--- config.mk ---
export PLATFORM = sky130hd
export DESIGN_NAME = stbl_cell
export DESIGN_NICKNAME = d
export VERILOG_FILES = /design/src/rtl/core/stbl_cell.sv
export SDC_FILE = /design/constraint.sdc
export NUM_CORES = 1
export LEC_CHECK = 0
export ABC_AREA = 1
export BUFFER_PORTS_ARGS = -buffer_cell sky130_fd_sc_hd__buf_4
export CAP_MARGIN = 20
export CORE_MARGIN = 2
export CORE_UTILIZATION = 41
export CTS_BUF_LIST = sky130_fd_sc_hd__clkbuf_4 sky130_fd_sc_hd__clkbuf_8
export DETAILED_ROUTE_END_ITERATION = 10
export GPL_TIMING_DRIVEN = 1
export PLACE_DENSITY = 0.81
export SETUP_SLACK_MARGIN = 0.4
export SLEW_MARGIN = 20
export SYNTH_ARGS = -nofsm -noshare
export SYNTH_HDL_FRONTEND = slang
export SYNTH_SLANG_ARGS = --single-unit
--- constraint.sdc ---
create_clock -name clk -period 0.8 [get_ports clk]
set_input_delay 0 -clock clk [delete_from_list [all_inputs] [get_ports clk]]
set_output_delay 0 -clock clk [all_outputs]
set_load 0.02 [all_outputs]
--- src/rtl/core/stbl_cell.sv ---
// ============================================================================
// Slot table cell
// Holds one slot's handle and age and passes them to its neighbor on shift.
// ============================================================================
`default_nettype none

module stbl_cell #(
    parameter int HANDLE_BITS = 16,
    parameter int AGE_BITS    = 32
) (
    input  wire logic                   clk,
    input  wire logic                   rst_n,
    input  wire logic                   shift,
    input  wire logic [HANDLE_BITS-1:0] handle_in,
    input  wire logic [AGE_BITS-1:0]    age_in,
    output logic      [HANDLE_BITS-1:0] handle_out,
    output logic      [AGE_BITS-1:0]    age_out
);

    logic [HANDLE_BITS-1:0] handle_reg;
    logic [AGE_BITS-1:0]    age_reg;

    always_ff @(posedge clk or negedge rst_n)
    begin
        if (!rst_n)
        begin
            handle_reg <= '0;
            age_reg    <= '0;
        end
        else if (shift)
        begin
            handle_reg <= handle_in;
            age_reg    <= age_in;
        end
    end

    assign handle_out = handle_reg;
    assign age_out    = age_reg;

endmodule

`default_nettype wire

==> impl_metrics.json, run 1 <==
{
  "worst_slew_pin_slew_ns": 0.252,
  "syn_avg_cell_area_sq_um": 8.89,
  "power_density_nw_per_um2": 1840,
  "drc_errors": 0,
  "rsz0062_at_grt": "true",
  "multi_input_area_sq_um": 596,
  "async_flop_share_pct": 100,
  "cap_violations": 0,
  "regArea_sq_um": 1260,
  "leakagePower_nw": 1.62,
  "wl_per_cell_microns": 12.1,
  "layout_setup_ws_ns": -0.0521,
  "synthFlopType": "dfrtp_1",
  "overflow": 0,
  "numCtsBuffers": 5,
  "syn_inst": 203,
  "timing.rr.end": "age_out[18]",
  "synth_area_leader_cell": "dfrtp_1",
  "critPathBufInv": 1,
  "crit_fanout": 2,
  "syn2layout_area_growth_pct": 70.8,
  "root_buffer": "clkbuf_8",
  "synth_top_cells_by_count": "nand2_1, dfrtp_1, buf_2",
  "crit_arrival_ns": 0.85,
  "num-fill-cells": 333,
  "max_stage_delay_ns": 0.43,
  "io_buffers": 98,
  "grt_pass1_wl_microns": 7250,
  "die_w_microns": 70.4,
  "diodes": 0,
  "fmax_ghz": 1.17,
  "cts_sinks": 48,
  "synth-seq-cells": 48,
  "hold_slack_ns": -0.330,
  "drt_iter0_markers": 74,
  "row_count": 24,
  "yosysWarnings": 0,
  "path_class": "reg -> out",
  "cp-start-kind": "flip-flop",
  "violations": "hold timing, setup timing",
  "critPathTopFamily": "flip-flops",
  "grtUsageTotal_pct": 18.2,
  "r2r_setup_slack_ns": 0.06,
  "fin_cells": 362,
  "outcome": "finished, violations left",
  "dp.cells": 346,
  "reg2reg_depth": 3,
  "path_cells": "buf_6",
  "die_h_microns": 70.4,
  "period_needed_ns": 0.852,
  "synth-edff-count": 0,
  "dieArea_sq_um": 4950,
  "layout.nets": 360,
  "yosys.cell_types.count": 5,
  "max-vdd-ir-drop_uv": 1080,
  "synth_top_area_share_pct": 66.5,
  "slew_headroom_pct": 83.2,
  "antenna_found_initial": 0,
  "wl_microns": 4390,
  "cp.depth": 1,
  "synth_nets": 254,
  "clk_pin_slew_ns": 0.08,
  "synth_area_leaders": "dfrtp_1, nand2_1, buf_2",
  "vias": 1632,
  "timing.rr.start": "age_out[18]",
  "slew_violations": 0,
  "cp-endpoint": "age_out[14]",
  "gp_congestion": 0.690,
  "synthMostInstantiatedCell": "nand2_1",
  "cp_slowest_cell": "dfrtp_2",
  "ant_nets": 0,
  "cp-end-kind": "output port",
  "skew_ns": 0,
  "htreeDepth": 2,
  "dp_hpwl_microns": 2800,
  "vias_per_cell": 4.51,
  "setup_viol_count_final": 48,
  "hp-class": "in -> async",
  "drt-pass1-iter-count": 4,
  "ys_seq_area_share_pct": 66.5,
  "io_pins": 99,
  "grt_pass1_vias": 1630,
  "cts_buffer_depth": 2,
  "drive_gt1_share_pct": 60.0,
  "grt_start_max_net_pins": 49,
  "clkLatencyLatePin_ns": 0.29,
  "setup.worst_path.start": "age_out[14]",
  "synth_area_sq_um": 1810,
  "crit_required_ns": 0.80,
  "hold_viol_final": 96,
  "cts_tree": "yes",
  "start_util_pct": 42.0,
  "core_area_sq_um": 4290,
  "fin_crit_sh_pct": 107
}
[sequential cells by signal (all words and copies together) (netlist names)]
signal	count
age_out	32
handle_out	16
[through the flow]
step	setup TNS, ns	util, %	power [mW]	area (sq um)	setup WS (ns)
final	-1.70	71.8	5.68	3080	-0.0521
after global routing	-3.09	71.8	5.97	3080	-0.0783
after CTS	-2.29	70.6	5.71	3030	-0.0613
after detailed placement	0	62.1	4.03	2670	0.165
after global placement	0	62.1	4.00	2670	0.198
after floorplan	0	-	3.37	1870	0.152
[worst register-to-register path, delay by kind of cell (launching register included)]
family                 cells  cell delay (ns)
and+or+nand+nor            2             0.09
DFF                        1             0.43
buffers and inverters      1             0.12
[routing by layer]
layer  GRT usage, %  vias up  part of all wire [%]
li1               -      814                     -
met3           4.47        9                   6.1
met4           6.41        0                   1.5
met1           21.9      748                    39
met5              0        -                     0
met2           31.7       61                    53
[logic make-up (layout without fill, tap and decap cells)]
kind of cell / Yosys count / count (layout) / share of synthesized area, %
flip-flops: 48 / 48 / 66.5
AND/OR/NAND/NOR: 144 / 144 / 29.9
buffers and inverters: 11 / 118 / 3.53
[layout make-up]
type	count	share of cell area, %
Timing Repair Buffer	109	34.6
Clock inverter	2	0.325
Sequential cell	48	40.9
Tap cell	52	2.11
Multi-Input combinational cell	144	19.3
Clock buffer	6	2.68
Inverter	1	0.122
[report_power, final]
group          total, mW  switching, mW  internal, mW
combinational       1.42          0.664         0.751
sequential          2.85          0.174          2.68
clock               1.42          0.726         0.690
[worst min path at each step]
stage	startpoint	end	slack (ns)	depth (start not counted)
6_report	rst_n	age_out[31]	-0.33	2
5_1_grt	rst_n	handle_out[6]	-0.32	2
4_1_cts	rst_n	handle_out[12]	-0.33	2
3_5_place_dp	rst_n	handle_out[10]	-0.01	2
3_3_place_gp	rst_n	handle_out[10]	-0.02	2
2_1_floorplan	rst_n	age_out[0]	-0.30	0
[what timing repair did]
action | CTS | global route
gates cloned | 0 | 0
endpoints found under the hold margin | 96 | 96
buffers inserted | 7 | 1
pin swaps | 2 | 6
endpoints found under the setup margin | 96 | 96
gates resized for setup | 60 | 17
[cells in the final DEF (no fill, tap or decap)]
cell type / count
nand2_1: 124
buf_6: 56
buf_4: 50
dfrtp_2: 48
nand2_2: 19
clkbuf_8: 6
buf_12: 3
clkinv_2: 2
inv_2: 1
nand2_4: 1
Power figures use the tool's default switching activity.
==> run 2, diff against run 1 <==
Settings changed: ABC_AREA 1 to not set, CORE_MARGIN 2 to 5, PLACE_DENSITY 0.81 to 0.8.
==> run 2 against run 1 <==
Net effect:
- largest cell class unchanged
- via count fell by 25%
- maximum frequency shrank 0.97%
- the flow still finishes with violations (hold timing, setup timing)
- setup slack got worse by 0.0083 ns
==> impl_metrics.json, run 2 <==
{
  "outcome": "finished, violations left",
  "violations": "hold timing, setup timing",
  "busiest_layer": "met2",
  "placed_cell_area_sq_um": 2720,
  "worst_slew_pin_slew_ns": 0.597,
  "core_area_sq_um": 4380,
  "clk_pin_slew_ns": 0.09,
  "largest_reg_flops": 32,
  "synth_area_leader_cell": "dfrtp_1",
  "synth-edff-count": 0,
  "setup_viol_count_final": 52,
  "period_needed_ns": 0.860,
  "syn2layout_area_growth_pct": 62.3,
  "cp-start-kind": "flip-flop",
  "critPathBufInv": 1,
  "grt_start_max_net_pins": 49,
  "synth-seq-cells": 48,
  "skew_ns": 0,
  "drive_gt1_share_pct": 100,
  "final_common_cell": "buf_4",
  "slew_violations": 0,
  "drt-pass1-iter-count": 2,
  "cap_violations": 0,
  "root_buffer": "clkbuf_8",
  "grt_pass1_wl_microns": 6970,
  "drt_iter0_markers": 48,
  "synth_top_cells_by_count": "dfrtp_1, mux2_2, mux2_4",
  "reg2reg_depth": 1,
  "diodes": 0,
  "dp.cells": 248,
  "row_count": 24,
  "numCtsBuffers": 5,
  "postLayoutCellArea_sq_um": 3020,
  "final_cell_mix": "buf_4, dfrtp_2, buf_6, mux2_2, mux2_4",
  "hold_viol_final": 96,
  "cts_tree": "yes",
  "rsz0062_at_grt": "true",
  "layout.nets": 254,
  "syn_inst": 101,
  "io_buffers": 98,
  "max_stage_delay_ns": 0.43,
  "synth_nets": 152,
  "die_h_microns": 77.4,
  "fin_cells": 256,
  "overflow": 0,
  "start_util_pct": 42.4,
  "antenna_found_initial": 0,
  "cts_sinks": 48,
  "crit_fanout": 2,
  "synth_area_leaders": "dfrtp_1, mux2_2, mux2_4",
  "power_density_nw_per_um2": 2030,
  "timing.rr.start": "handle_out[5]",
  "grtUsageTotal_pct": 14.7,
  "yosys.cell_types.count": 5,
  "cts_buffer_depth": 2,
  "ant_nets": 0,
  "gp_congestion": 0.718,
  "hold_slack_ns": -0.296,
  "synthMostInstantiatedCell": "dfrtp_1",
  "wl_microns": 4310,
  "fin_crit_sh_pct": 108,
  "vias_per_cell": 4.76,
  "multi_input_area_sq_um": 627,
  "wl_per_cell_microns": 16.8,
  "synthFlopType": "dfrtp_1",
  "path_class": "reg -> out",
  "num-fill-cells": 287,
  "crit_arrival_ns": 0.86,
  "synth_area_sq_um": 1860,
  "timing.rr.end": "handle_out[5]",
  "met1_usage_pct": 16.3,
  "layout_setup_ws_ns": -0.0604,
  "cp-end-kind": "output port",
  "leakagePower_nw": 1.41,
  "slew_headroom_pct": 60.2,
  "crit_required_ns": 0.80,
  "regArea_sq_um": 1260,
  "critPathTopFamily": "flip-flops",
  "clkLatencyLatePin_ns": 0.29,
  "met2_usage_pct": 25.5,
  "vias": 1219,
  "met3_usage_pct": 4.40,
  "r2r_setup_slack_ns": -0.01,
  "fmax_ghz": 1.16,
  "cp_slowest_cell": "dfrtp_2",
  "grt_pass1_vias": 1419,
  "synth_top_area_share_pct": 64.6,
  "syn_avg_cell_area_sq_um": 18.4,
  "yosysWarnings": 0,
  "drc_errors": 0,
  "io_pins": 99,
  "ys_seq_area_share_pct": 64.6,
  "hp-class": "in -> async",
  "path_cells": "buf_6",
  "dp_hpwl_microns": 3260,
  "dieArea_sq_um": 5990,
  "die_w_microns": 77.4,
  "async_flop_share_pct": 100,
  "max-vdd-ir-drop_uv": 1120,
  "htreeDepth": 2
}
run 2: per-stage QoR:
stage	setup TNS, ns	setup WS, ns	power [mW]	hold WS, ns	utilization (%)
floorplan	-0.818	-0.0222	3.56	-0.296	-
global placement	0	0.0205	4.22	0.0236	62.0
detailed placement	-0.0651	-0.0153	4.28	0.0458	62.0
CTS	-2.73	-0.0705	6.21	-0.283	68.6
global route	-4.23	-0.0984	6.44	-0.248	68.9
finish	-2.11	-0.0604	6.14	-0.296	68.9
run 2: report_power, final:
| part | internal (mW) | switching [mW] |
|---|---|---|
| sequential | 2.71 | 0.187 |
| clock | 0.961 | 0.752 |
| combinational | 0.905 | 0.619 |
run 2: worst max-delay path by stage:
stage,startpoint,to,slack [ns],depth (start not counted)
6_report,age_out[28],age_out[28],-0.06,1
5_1_grt,handle_out[0],handle_out[0],-0.1,1
4_1_cts,age_out[28],age_out[28],-0.07,1
3_5_place_dp,shift,age_out[0],-0.02,3
3_3_place_gp,shift,age_out[4],0.02,3
2_1_floorplan,age_out[25],age_out[25],-0.02,1
run 2: metal layers:
layer,routed length [microns],vias up
met2,2270,56
met3,351,9
li1,-,553
met5,0,-
met1,1580,601
met4,110,0
run 2: cell families after synthesis:
family | count (synthesis) | share of synthesized area, %
buffers and inverters | 5 | 2.35
DFF | 48 | 64.6
muxes | 48 | 33.1
run 2: repair_timing:
item,4_1_cts,5_1_grt
resized for setup,48,3
setup buffers,0,0
endpoints found under the setup margin,96,96
endpoints found under the hold margin,96,96
run 2: cell type report:
| type | instances | area share [%] |
|---|---|---|
| multi-input combinational | 48 | 20.8 |
| tap | 52 | 2.15 |
| clock buffer | 6 | 2.53 |
| clock inverter | 2 | 1.16 |
| sequential | 48 | 41.8 |
| timing repair buffer | 100 | 31.6 |
